## src/sjf_pkg.sv

```systemverilog
// ----------------------------------------------------------------------------
// sjf_pkg
// Shared types and constants of the shortest-job-first scheduler unit.
// ----------------------------------------------------------------------------
package sjf_pkg;

	localparam int MAX_PROCS_DEF = 16;
	localparam int ID_W          = 4;
	localparam int TIME_W        = 16;
	localparam int CMPL_W        = 21;
	localparam int TOT_W         = 25;
	localparam int S_DATA_W      = 40;
	localparam int M_DATA_W      = 168;

	// one stored job, job_id in the low bits
	typedef struct packed {
		logic [TIME_W-1:0] burst;
		logic [TIME_W-1:0] arrival;
		logic [ID_W-1:0]   job_id;
	} job_t;

	typedef enum logic {
		ALU_ADD,
		ALU_SUB
	} alu_op_t;

	// result word payload, job fields in the low bits
	typedef struct packed {
		logic [TOT_W-1:0]  total_turnaround;
		logic [TOT_W-1:0]  total_waiting;
		logic [TIME_W-1:0] idle_before;
		logic [CMPL_W-1:0] waiting;
		logic [CMPL_W-1:0] turnaround;
		logic [CMPL_W-1:0] completion;
		job_t              job;
	} res_t;

endpackage

```

## src/sjf_alu.sv

```systemverilog
// ----------------------------------------------------------------------------
// sjf_alu
// Shared add / subtract-compare unit. One adder serves every sum, difference
// and magnitude compare of the scheduler.
// ----------------------------------------------------------------------------
module sjf_alu #(
	parameter int DW = 26
) (
	input  sjf_pkg::alu_op_t op,
	input  logic [DW-1:0]    a,
	input  logic [DW-1:0]    b,
	output logic [DW-1:0]    res,
	output logic             lt
);
	import sjf_pkg::*;

	logic [DW:0]   sum;
	logic [DW-1:0] b_x;
	logic          is_sub;

	assign is_sub = (op == ALU_SUB);
	assign b_x    = is_sub ? ~b : b;
	assign sum    = {1'b0, a} + {1'b0, b_x} + (DW+1)'(is_sub);
	assign res    = sum[DW-1:0];
	// borrow out of a - b
	assign lt     = is_sub & ~sum[DW];

endmodule

```

## src/sjf_store.sv

```systemverilog
// ----------------------------------------------------------------------------
// sjf_store
// Job store: one write port, two read ports with registered read data.
// ----------------------------------------------------------------------------
module sjf_store #(
	parameter int DEPTH = 16,
	parameter int AW    = 4
) (
	input  logic               clk,
	input  logic               we,
	input  logic [AW-1:0]      waddr,
	input  sjf_pkg::job_t      wdata,
	input  logic               re,
	input  logic [AW-1:0]      raddr0,
	input  logic [AW-1:0]      raddr1,
	output sjf_pkg::job_t      rdata0,
	output sjf_pkg::job_t      rdata1
);
	import sjf_pkg::*;

	job_t mem [DEPTH];

	always_ff @(posedge clk) begin
		if (we) begin
			mem[waddr] <= wdata;
		end
	end

	always_ff @(posedge clk) begin
		if (re) begin
			rdata0 <= mem[raddr0];
			rdata1 <= mem[raddr1];
		end
	end

endmodule

```

## src/sjf_seq.sv

```systemverilog
// ----------------------------------------------------------------------------
// sjf_seq
// Sequencer: loads jobs, bubble-sorts the store by arrival, then for each slot
// idles, scans arrived jobs for the shortest burst, swaps it in and runs the
// completion / turnaround / waiting arithmetic through the shared ALU.
// ----------------------------------------------------------------------------
module sjf_seq #(
	parameter int MAX_PROCS = 16,
	parameter int AW        = 4,
	parameter int NW        = 5,
	parameter int DW        = 26
) (
	input  logic             clk,
	input  logic             arst_n,
	// job input
	input  logic             in_valid,
	input  sjf_pkg::job_t    in_job,
	input  logic             in_last,
	output logic             load_rdy,
	// result handoff
	output logic             res_load,
	output sjf_pkg::res_t    res,
	output logic             res_last,
	input  logic             res_ack,
	// job store
	output logic             mem_we,
	output logic [AW-1:0]    mem_waddr,
	output sjf_pkg::job_t    mem_wdata,
	output logic             mem_re,
	output logic [AW-1:0]    mem_raddr0,
	output logic [AW-1:0]    mem_raddr1,
	input  sjf_pkg::job_t    mem_rdata0,
	input  sjf_pkg::job_t    mem_rdata1,
	// shared ALU
	output sjf_pkg::alu_op_t alu_op,
	output logic [DW-1:0]    alu_a,
	output logic [DW-1:0]    alu_b,
	input  logic [DW-1:0]    alu_res,
	input  logic             alu_lt
);
	import sjf_pkg::*;

	typedef enum logic [3:0] {
		S_LOAD,
		S_SRT_RD,
		S_SRT_CMP,
		S_SRT_WR2,
		S_SCH_RD,
		S_SCH_IDLE,
		S_SCN_RD,
		S_SCN_ARR,
		S_SCN_BST,
		S_SWAP,
		S_SWAP2,
		S_ADD_C,
		S_SUB_T,
		S_SUB_W,
		S_ACC_W,
		S_ACC_T
	} state_t;

	localparam logic [NW-1:0] N_MAX = NW'(MAX_PROCS);

	state_t            state_q;
	logic              emit_q;
	logic              wait_q;
	logic [NW-1:0]     n_q;
	logic [NW-1:0]     i_q;
	logic [NW-1:0]     j_q;
	logic [NW-1:0]     pass_q;
	logic [AW-1:0]     pick_q;
	logic [DW-1:0]     clock_q;
	logic [DW-1:0]     sumw_q;
	logic [DW-1:0]     sumt_q;
	logic [DW-1:0]     tt_q;
	logic [DW-1:0]     wt_q;
	logic [TIME_W-1:0] idle_q;
	job_t              cur_q;
	job_t              best_q;

	logic          full;
	logic [NW-1:0] n_next;
	logic [NW:0]   j_plus2;
	logic [NW:0]   pass_plus2;
	logic [NW-1:0] i_plus1;
	logic [NW-1:0] j_plus1;
	logic          busy;

	assign busy       = emit_q | wait_q;
	assign full       = (n_q == N_MAX);
	assign n_next     = full ? n_q : n_q + NW'(1);
	assign j_plus2    = {1'b0, j_q} + (NW+1)'(2);
	assign pass_plus2 = {1'b0, pass_q} + (NW+1)'(2);
	assign i_plus1    = i_q + NW'(1);
	assign j_plus1    = j_q + NW'(1);

	assign load_rdy = (state_q == S_LOAD) & ~busy;
	assign res_load = emit_q;
	assign res_last = (i_plus1 == n_q);

	assign res.job              = best_q;
	assign res.completion       = clock_q[CMPL_W-1:0];
	assign res.turnaround       = tt_q[CMPL_W-1:0];
	assign res.waiting          = wt_q[CMPL_W-1:0];
	assign res.idle_before      = idle_q;
	assign res.total_waiting    = sumw_q[TOT_W-1:0];
	assign res.total_turnaround = sumt_q[TOT_W-1:0];

	// store and ALU drive
	always_comb begin
		mem_we     = 1'b0;
		mem_waddr  = j_q[AW-1:0];
		mem_wdata  = mem_rdata1;
		mem_re     = 1'b0;
		mem_raddr0 = j_q[AW-1:0];
		mem_raddr1 = AW'(j_q + NW'(1));
		alu_op     = ALU_SUB;
		alu_a      = clock_q;
		alu_b      = DW'(mem_rdata0.arrival);
		if (!busy) begin
			unique case (state_q)
				S_LOAD: begin
					mem_we    = in_valid & ~full;
					mem_waddr = n_q[AW-1:0];
					mem_wdata = in_job;
				end
				S_SRT_RD: begin
					mem_re = 1'b1;
				end
				S_SRT_CMP: begin
					// later slot arrives strictly earlier: swap
					alu_a  = DW'(mem_rdata1.arrival);
					alu_b  = DW'(mem_rdata0.arrival);
					mem_we = alu_lt;
				end
				S_SRT_WR2: begin
					mem_we    = 1'b1;
					mem_waddr = AW'(j_q + NW'(1));
					mem_wdata = mem_rdata0;
				end
				S_SCH_RD: begin
					mem_re     = 1'b1;
					mem_raddr0 = i_q[AW-1:0];
				end
				S_SCH_IDLE: begin
					alu_a = DW'(mem_rdata0.arrival);
					alu_b = clock_q;
				end
				S_SCN_RD: begin
					mem_re = 1'b1;
				end
				S_SCN_ARR: begin
					alu_a = clock_q;
					alu_b = DW'(mem_rdata0.arrival);
				end
				S_SCN_BST: begin
					alu_a = DW'(mem_rdata0.burst);
					alu_b = DW'(best_q.burst);
				end
				S_SWAP: begin
					mem_we    = (pick_q != i_q[AW-1:0]);
					mem_waddr = i_q[AW-1:0];
					mem_wdata = best_q;
				end
				S_SWAP2: begin
					mem_we    = 1'b1;
					mem_waddr = pick_q;
					mem_wdata = cur_q;
				end
				S_ADD_C: begin
					alu_op = ALU_ADD;
					alu_a  = clock_q;
					alu_b  = DW'(best_q.burst);
				end
				S_SUB_T: begin
					alu_a = clock_q;
					alu_b = DW'(best_q.arrival);
				end
				S_SUB_W: begin
					alu_a = tt_q;
					alu_b = DW'(best_q.burst);
				end
				S_ACC_W: begin
					alu_op = ALU_ADD;
					alu_a  = sumw_q;
					alu_b  = wt_q;
				end
				S_ACC_T: begin
					alu_op = ALU_ADD;
					alu_a  = sumt_q;
					alu_b  = tt_q;
				end
				default: begin
				end
			endcase
		end
	end

	always_ff @(posedge clk or negedge arst_n) begin
		if (!arst_n) begin
			state_q <= S_LOAD;
			emit_q  <= 1'b0;
			wait_q  <= 1'b0;
			n_q     <= '0;
			i_q     <= '0;
			j_q     <= '0;
			pass_q  <= '0;
			pick_q  <= '0;
			clock_q <= '0;
			sumw_q  <= '0;
			sumt_q  <= '0;
			tt_q    <= '0;
			wt_q    <= '0;
			idle_q  <= '0;
			cur_q   <= '0;
			best_q  <= '0;
		end else if (emit_q) begin
			emit_q <= 1'b0;
			wait_q <= 1'b1;
		end else if (wait_q) begin
			if (res_ack) begin
				wait_q <= 1'b0;
				if (res_last) begin
					n_q     <= '0;
					clock_q <= '0;
					sumw_q  <= '0;
					sumt_q  <= '0;
					state_q <= S_LOAD;
				end else begin
					i_q     <= i_plus1;
					state_q <= S_SCH_RD;
				end
			end
		end else begin
			unique case (state_q)
				S_LOAD: begin
					if (in_valid) begin
						n_q <= n_next;
						if (in_last && n_next != '0) begin
							clock_q <= '0;
							sumw_q  <= '0;
							sumt_q  <= '0;
							i_q     <= '0;
							j_q     <= '0;
							pass_q  <= '0;
							state_q <= (n_next == NW'(1)) ? S_SCH_RD : S_SRT_RD;
						end
					end
				end
				S_SRT_RD: begin
					state_q <= S_SRT_CMP;
				end
				S_SRT_CMP, S_SRT_WR2: begin
					if (state_q == S_SRT_CMP && alu_lt) begin
						state_q <= S_SRT_WR2;
					end else if (j_plus2 == {1'b0, n_q}) begin
						j_q <= '0;
						if (pass_plus2 == {1'b0, n_q}) begin
							i_q     <= '0;
							state_q <= S_SCH_RD;
						end else begin
							pass_q  <= pass_q + NW'(1);
							state_q <= S_SRT_RD;
						end
					end else begin
						j_q     <= j_plus1;
						state_q <= S_SRT_RD;
					end
				end
				S_SCH_RD: begin
					state_q <= S_SCH_IDLE;
				end
				S_SCH_IDLE: begin
					cur_q  <= mem_rdata0;
					best_q <= mem_rdata0;
					pick_q <= i_q[AW-1:0];
					j_q    <= i_plus1;
					if (!alu_lt) begin
						idle_q  <= alu_res[TIME_W-1:0];
						clock_q <= DW'(mem_rdata0.arrival);
					end else begin
						idle_q <= '0;
					end
					state_q <= (i_plus1 == n_q) ? S_SWAP : S_SCN_RD;
				end
				S_SCN_RD: begin
					state_q <= S_SCN_ARR;
				end
				S_SCN_ARR: begin
					// scan stops at the first job not yet arrived
					state_q <= alu_lt ? S_SWAP : S_SCN_BST;
				end
				S_SCN_BST: begin
					if (alu_lt) begin
						best_q <= mem_rdata0;
						pick_q <= j_q[AW-1:0];
					end
					j_q     <= j_plus1;
					state_q <= (j_plus1 == n_q) ? S_SWAP : S_SCN_RD;
				end
				S_SWAP: begin
					state_q <= (pick_q != i_q[AW-1:0]) ? S_SWAP2 : S_ADD_C;
				end
				S_SWAP2: begin
					state_q <= S_ADD_C;
				end
				S_ADD_C: begin
					clock_q <= alu_res;
					state_q <= S_SUB_T;
				end
				S_SUB_T: begin
					tt_q    <= alu_res;
					state_q <= S_SUB_W;
				end
				S_SUB_W: begin
					wt_q    <= alu_res;
					state_q <= S_ACC_W;
				end
				S_ACC_W: begin
					sumw_q  <= alu_res;
					state_q <= S_ACC_T;
				end
				S_ACC_T: begin
					sumt_q <= alu_res;
					emit_q <= 1'b1;
				end
				default: begin
					state_q <= S_LOAD;
				end
			endcase
		end
	end

endmodule

```

## src/sjf_nonpreemptive_scheduler_unit.sv

```systemverilog
// ----------------------------------------------------------------------------
// sjf_nonpreemptive_scheduler_unit
// Non-preemptive shortest-job-first scheduler over a stored job set.
// ----------------------------------------------------------------------------
// Jobs load one word per cycle; up to MAX_PROCS are kept and later ones are
// dropped. The word with tlast set starts a run (a run with no stored jobs
// gives no output). The run first bubble-sorts the store by arrival, a read
// and compare per pair, two writes per swap, (n-1)^2 compares. Then each job
// idles to its arrival, scans arrived jobs for the shortest burst up to one
// not yet arrived, swaps it in and computes its times before its result word
// is offered; the next job starts the cycle after it is taken. Both phases
// are bounded by the single adder/compare unit and the single write port of
// the job store. No input is taken during a run or while a result word waits.
// After the tlast result the unit is ready to load the next set.
module sjf_nonpreemptive_scheduler_unit #(
	parameter int MAX_PROCS = sjf_pkg::MAX_PROCS_DEF
) (
	input  logic                          clk,
	input  logic                          arst_n,
	input  logic                          s_tvalid,
	output logic                          s_tready,
	// job_id[3:0], arrival[19:4], burst[35:20], zero pad
	input  logic [sjf_pkg::S_DATA_W-1:0]  s_tdata,
	input  logic                          s_tlast,
	output logic                          m_tvalid,
	input  logic                          m_tready,
	// job_out[3:0], arrival_out[19:4], burst_out[35:20], completion[56:36],
	// turnaround[77:57], waiting[98:78], idle_before[114:99],
	// total_waiting[139:115], total_turnaround[164:140], zero pad
	output logic [sjf_pkg::M_DATA_W-1:0]  m_tdata,
	output logic                          m_tlast
);
	import sjf_pkg::*;

	localparam int AW     = $clog2(MAX_PROCS);
	localparam int NW     = $clog2(MAX_PROCS + 1);
	localparam int DW_RAW = TIME_W + 2 * NW;
	localparam int DW     = (DW_RAW > TOT_W) ? DW_RAW : TOT_W;

	job_t          in_job;
	res_t          res;
	res_t          res_q;
	logic          res_load;
	logic          res_last;
	logic          last_q;
	logic          m_tvalid_q;
	logic          res_ack;

	logic          mem_we;
	logic [AW-1:0] mem_waddr;
	job_t          mem_wdata;
	logic          mem_re;
	logic [AW-1:0] mem_raddr0;
	logic [AW-1:0] mem_raddr1;
	job_t          mem_rdata0;
	job_t          mem_rdata1;

	alu_op_t       alu_op;
	logic [DW-1:0] alu_a;
	logic [DW-1:0] alu_b;
	logic [DW-1:0] alu_res;
	logic          alu_lt;
	logic          load_rdy;

	assign in_job   = job_t'(s_tdata[$bits(job_t)-1:0]);
	assign s_tready = load_rdy;
	assign res_ack  = m_tvalid_q & m_tready;
	assign m_tvalid = m_tvalid_q;
	assign m_tdata  = M_DATA_W'(res_q);
	assign m_tlast  = last_q;

	sjf_seq #(
		.MAX_PROCS (MAX_PROCS),
		.AW        (AW),
		.NW        (NW),
		.DW        (DW)
	) u_seq (
		.clk        (clk),
		.arst_n     (arst_n),
		.in_valid   (s_tvalid),
		.in_job     (in_job),
		.in_last    (s_tlast),
		.load_rdy   (load_rdy),
		.res_load   (res_load),
		.res        (res),
		.res_last   (res_last),
		.res_ack    (res_ack),
		.mem_we     (mem_we),
		.mem_waddr  (mem_waddr),
		.mem_wdata  (mem_wdata),
		.mem_re     (mem_re),
		.mem_raddr0 (mem_raddr0),
		.mem_raddr1 (mem_raddr1),
		.mem_rdata0 (mem_rdata0),
		.mem_rdata1 (mem_rdata1),
		.alu_op     (alu_op),
		.alu_a      (alu_a),
		.alu_b      (alu_b),
		.alu_res    (alu_res),
		.alu_lt     (alu_lt)
	);

	sjf_store #(
		.DEPTH (MAX_PROCS),
		.AW    (AW)
	) u_store (
		.clk    (clk),
		.we     (mem_we),
		.waddr  (mem_waddr),
		.wdata  (mem_wdata),
		.re     (mem_re),
		.raddr0 (mem_raddr0),
		.raddr1 (mem_raddr1),
		.rdata0 (mem_rdata0),
		.rdata1 (mem_rdata1)
	);

	sjf_alu #(
		.DW (DW)
	) u_alu (
		.op  (alu_op),
		.a   (alu_a),
		.b   (alu_b),
		.res (alu_res),
		.lt  (alu_lt)
	);

	// output word register
	always_ff @(posedge clk or negedge arst_n) begin
		if (!arst_n) begin
			m_tvalid_q <= 1'b0;
			last_q     <= 1'b0;
			res_q      <= '0;
		end else if (res_load) begin
			m_tvalid_q <= 1'b1;
			last_q     <= res_last;
			res_q      <= res;
		end else if (res_ack) begin
			m_tvalid_q <= 1'b0;
		end
	end

`ifndef SYNTHESIS
	a_no_load_with_result: assert property (@(posedge clk) disable iff (!arst_n)
		!(s_tready && m_tvalid))
		else $error("input ready while a result word is pending");

	a_ready_after_run: assert property (@(posedge clk) disable iff (!arst_n)
		(m_tvalid && m_tready && m_tlast) |=> s_tready)
		else $error("not ready to load after final result");

	a_turnaround_sum: assert property (@(posedge clk) disable iff (!arst_n)
		m_tvalid |-> (CMPL_W'(res_q.turnaround + res_q.job.arrival) == res_q.completion))
		else $error("completion differs from arrival plus turnaround");

	a_waiting_sum: assert property (@(posedge clk) disable iff (!arst_n)
		m_tvalid |-> (CMPL_W'(res_q.waiting + res_q.job.burst) == res_q.turnaround))
		else $error("turnaround differs from waiting plus burst");
`endif

endmodule
```

## config.mk

```make
export PLATFORM = sky130hd
export DESIGN_NAME = sjf_nonpreemptive_scheduler_unit
export DESIGN_NICKNAME = d
export VERILOG_FILES = /design/src/sjf_pkg.sv /design/src/sjf_alu.sv /design/src/sjf_store.sv /design/src/sjf_seq.sv /design/src/sjf_nonpreemptive_scheduler_unit.sv
export SDC_FILE = /design/constraint.sdc
export NUM_CORES = 2
export LEC_CHECK = 0
export ABC_AREA = 1
export ABC_CLOCK_PERIOD_IN_PS = 9800
export BUFFER_PORTS_ARGS = -buffer_cell sky130_fd_sc_hd__buf_2
export CORE_ASPECT_RATIO = 0.75
export CORE_MARGIN = 2
export CORE_UTILIZATION = 69
export CTS_BUF_LIST = sky130_fd_sc_hd__clkbuf_8
export DETAILED_ROUTE_END_ITERATION = 10
export MAX_ROUTING_LAYER = met4
export PLACE_DENSITY_LB_ADDON = 0.1
export SLEW_MARGIN = 10
export SYNTH_ARGS = -nofsm -noshare
export SYNTH_HDL_FRONTEND = slang
export SYNTH_SLANG_ARGS = --single-unit
```

## constraint.sdc

```tcl
create_clock -name clk -period 9.8 [get_ports clk]
set_input_delay 1.47 -clock clk [delete_from_list [all_inputs] [get_ports clk]]
set_output_delay 1.47 -clock clk [all_outputs]
set_load 0.005 [all_outputs]
```

==> summary.md <==
| Metric | Value |
|---|---|
| DIE HEIGHT | `238 µm` |
| Cells after Synth | `5324` |
| CP Max Fanout | `34` |
| Clk sink count | `1063` |
| CP Launch Type | `register` |
| Final hold vios | `0` |
| Ys Warns | `0` |
| Non-filler cells, final | `6485` |
| Post-synth EDFFs | `648` |
| Largest net degree at the start of global routing | `238` |
| Dpl cells | `6194` |
| Tmin final | `7.87 ns` |
| Clock insertion delay at the later pin of the skew report | `0.87 ns` |
| TritonCTS Buffers | `158` |
| Placeable Area | `0.0720 mm²` |
| VDD IR-drop max | `0.425 mV` |
| Core Util, Final | `76.8%` |
| Hold Crit Class | `reg2reg` |
| # DRC | `0` |
| RSZ-0062 raised after global routing | `no` |
| Setup bufs post-CTS | `0` |
| RR Endpoint | `u_store.mem[12][31]$_DFFE_PP_` |
| Vias in the first global route | `41900` |
| Seq cells post-synth | `1063` |
| # hold bufs at CTS | `0` |
| Synth Cell Area | `0.0504 mm²` |
| Status | `finished, final reports clean` |
| CP arrival | `8.37 ns` |
| Layout cells sized above 1 | `10.4%` |
| Setup violations, final | `0` |
| R2R cell count | `18` |
| Hold endpoint | `m_tdata[163]$_DFFE_PN0P_` |
| FMAX | `127 MHz` |
| Drt via density | `6.93` |
| Fraction of registers with async set/reset | `39.0%` |
| CP Class | `reg2reg` |
| Post-Synth Simple-Gate Area | `13.9%` |
| GRT Util Overall | `47.0%` |
| Area added between synthesis and finish | `9.63%` |
| Port Buf Inserts | `208` |
| First-pass GRT wire length | `255000 µm` |
| Synth area leader | `edfxtp_1` |
| Routed WL per cell | `26.6 µm` |
| Full die area | `0.0753 mm²` |
| Detail Placement HPWL | `107000 µm` |
| Worst slew margin | `8.91%` |
| Register area share after synthesis | `59.2%` |
| Syn avg cell area | `9.47 µm²` |
| Synth cell types | `51` |
| Critical Path RT | `10.29 ns` |
| Post-CTS sizing | `0` |
| Die Wd | `316 µm` |
| CP endpoint kind | `register` |
| Final nets | `5475` |
| Largest family of logic cells by synthesized area | `compound AO/OA/AOI/OAI gates` |
| Fin Clk Skew | `0.0405 ns` |
| Rows | `85` |
| Leak Pwr | `22.1 nW` |
| Routability cong. | `1.04` |
| H-tree depth | `4` |
| Root Buffer | `clkbuf_8` |
| Io pins | `216` |
| Worst Hold Launch | `m_tdata[163]$_DFFE_PN0P_` |
| Pre-antenna DRT Iters | `8` |
| Pwr Density | `383 mW/mm²` |
| Detailed Route Iter0 Violations | `8371` |
| Final Hold Slack | `0.471 ns` |
| Tcrit/Tclk final | `80.4%` |
| Post-synth top area share | `38.6%` |
| Final WL | `172000 µm` |
| Synth top area cells | `edfxtp_1 (39%), dfrtp_1 (21%), o21ai_0 (10%)` |
| Tightest Pin Transition | `1.37 ns` |
| R2r startpoint | `u_seq.wait_q$_DFF_PN0_` |
| Mux contribution to synthesized area | `0%` |
| Detail Route Antenna Nets | `0` |
| Finished layout cell area | `0.0553 mm²` |
| Compound-Gate Fraction of Synth Area | `19.5%` |
| Hold path depth | `2` |
| Clock transition at path regs | `0.06 ns` |
| CTS tree | `done` |
| Area post-placement | `0.0521 mm²` |
| Setup_tns | `0 ns` |
| Initial antenna violation count | `7` |
| Slew Limit Fails | `0` |
| Total grt overflow | `0` |
| Vias | `45000` |
| Most frequent cells in the layout | `o21ai_0 (1037), nand2_1 (802), nor2_1 (689)` |
| R2R Setup Slk | `1.93 ns` |
| Total of max-cap violations | `0` |
| Initial core utilization | `70.0%` |
| Most common cell after layout, fill and taps aside | `o21ai_0` |
| Synth Flop Type | `edfxtp_1` |
| Synth Area in XOR/XNOR | `1.15%` |
| Post-Synth Adder-Cell Area | `0.834%` |
| Deepest clock path buffer count | `3` |
-- flip-flops by register name, summed over array words and instances, names as in the netlist, 16 cells and up --
| register | flops |
|---|---|
| u_seq.sumw_q | 26 |
| u_store.rdata1 | 36 |
| u_seq.tt_q | 26 |
| u_seq.wt_q | 26 |
| m_tdata | 165 |
| u_seq.sumt_q | 26 |
| u_store.rdata0 | 36 |
| u_seq.cur_q | 36 |
| u_seq.clock_q | 26 |
| u_store.mem | 576 |
| u_seq.idle_q | 16 |
| u_seq.res | 36 |
-- report_power, final --
group / internal [W] / total [W] / switching [W]
sequential: 0.00653 / 0.00708 / 0.000549
combinational: 0.00237 / 0.0104 / 0.00803
clock: 0.00190 / 0.00370 / 0.00180
-- per-stage QoR --
stage	setup slack, ns	total power, W
floorplan	4.41	0.0130
global placement	2.47	0.0166
detailed placement	2.36	0.0168
CTS	2.35	0.0205
global route	1.64	0.0219
finish	1.93	0.0212
-- routing by layer --
metal  part of all wire, %  vias to the layer above  GRT usage, %
met1                    36                    21000          65.5
li1                      -                    19100             -
met2                    42                     4205          63.0
met5                     0                        -             -
met3                    17                      661          15.2
met4                   4.9                        0          21.1
-- worst max path at each step --
stage / from / end / slack [ns] / cells after the start
6_report: u_seq.wait_q$_DFF_PN0_ / u_store.mem[12][31]$_DFFE_PP_ / 1.93 / 18
5_1_grt: u_seq.wait_q$_DFF_PN0_ / u_store.mem[2][4]$_DFFE_PP_ / 1.64 / 21
4_1_cts: u_seq.wait_q$_DFF_PN0_ / u_store.mem[2][21]$_DFFE_PP_ / 2.35 / 21
3_5_place_dp: u_seq.wait_q$_DFF_PN0_ / u_store.mem[2][7]$_DFFE_PP_ / 2.36 / 21
3_3_place_gp: u_seq.wait_q$_DFF_PN0_ / u_store.mem[2][3]$_DFFE_PP_ / 2.47 / 21
2_1_floorplan: u_seq.state_q[0]$_DFFE_PN0P_ / u_store.mem[0][0]$_DFFE_PP_ / 4.41 / 21
-- synthesized netlist by cell type, drive strengths merged, types with 2 or more instances --
master   instances
a21o             5
o22ai          242
nand2          816
o2111ai         13
ha              32
o311ai           8
o21bai           3
clkbuf         328
edfxtp         648
nor3            16
a221oi          64
o31ai            3
or2              4
o221ai         166
o21ai         1068
a21oi           74
nand4           17
clkinv           6
xor2            47
xnor2           19
nor4             6
dfrtp          415
a211oi           2
inv            334
nor2           718
a21boi           2
buf             44
a31oi            6
o211ai          27
nand3          179
nand3b           5
-- kinds of logic after synthesis --
family,count (synthesis)
AOI/OAI and AO/OA,1688
DFF,1063
xor gates and xnor gates,66
adders and majority gates,33
and+or+nand+nor,1761
buffers and inverters,712
other,1
-- area by class of cell --
type,instances,area [µm²]
Sequential cell,1063,29800
Antenna cell,5,12.5
Tap cell,957,1200
Clock buffer,169,2330
Fill cell,4718,16700
Multi-Input combinational cell,3551,18100
Timing Repair Buffer,283,1650
Clock inverter,117,860
Inverter,340,1300
-- worst max-delay path, stage by stage, from the launching register on --
cell and delay [ns]:
dfrtp_1 0.56, nor2_2 0.85, inv_2 0.62, nor2_4 0.83, o21ai_0 0.22, xor2_1 0.19, ha_1 0.39, a21oi_1 0.25
o211ai_1 0.26, nand2_1 0.12, nand3_1 0.18, nand2_1 0.12, nand2_1 0.06, nand2_1 0.31, nand2_1 0.27, a31oi_1 0.47
nand2_1 0.36, nor2_4 0.83, buf_4 0.54
No activity file was read; power rests on OpenSTA's default activity.
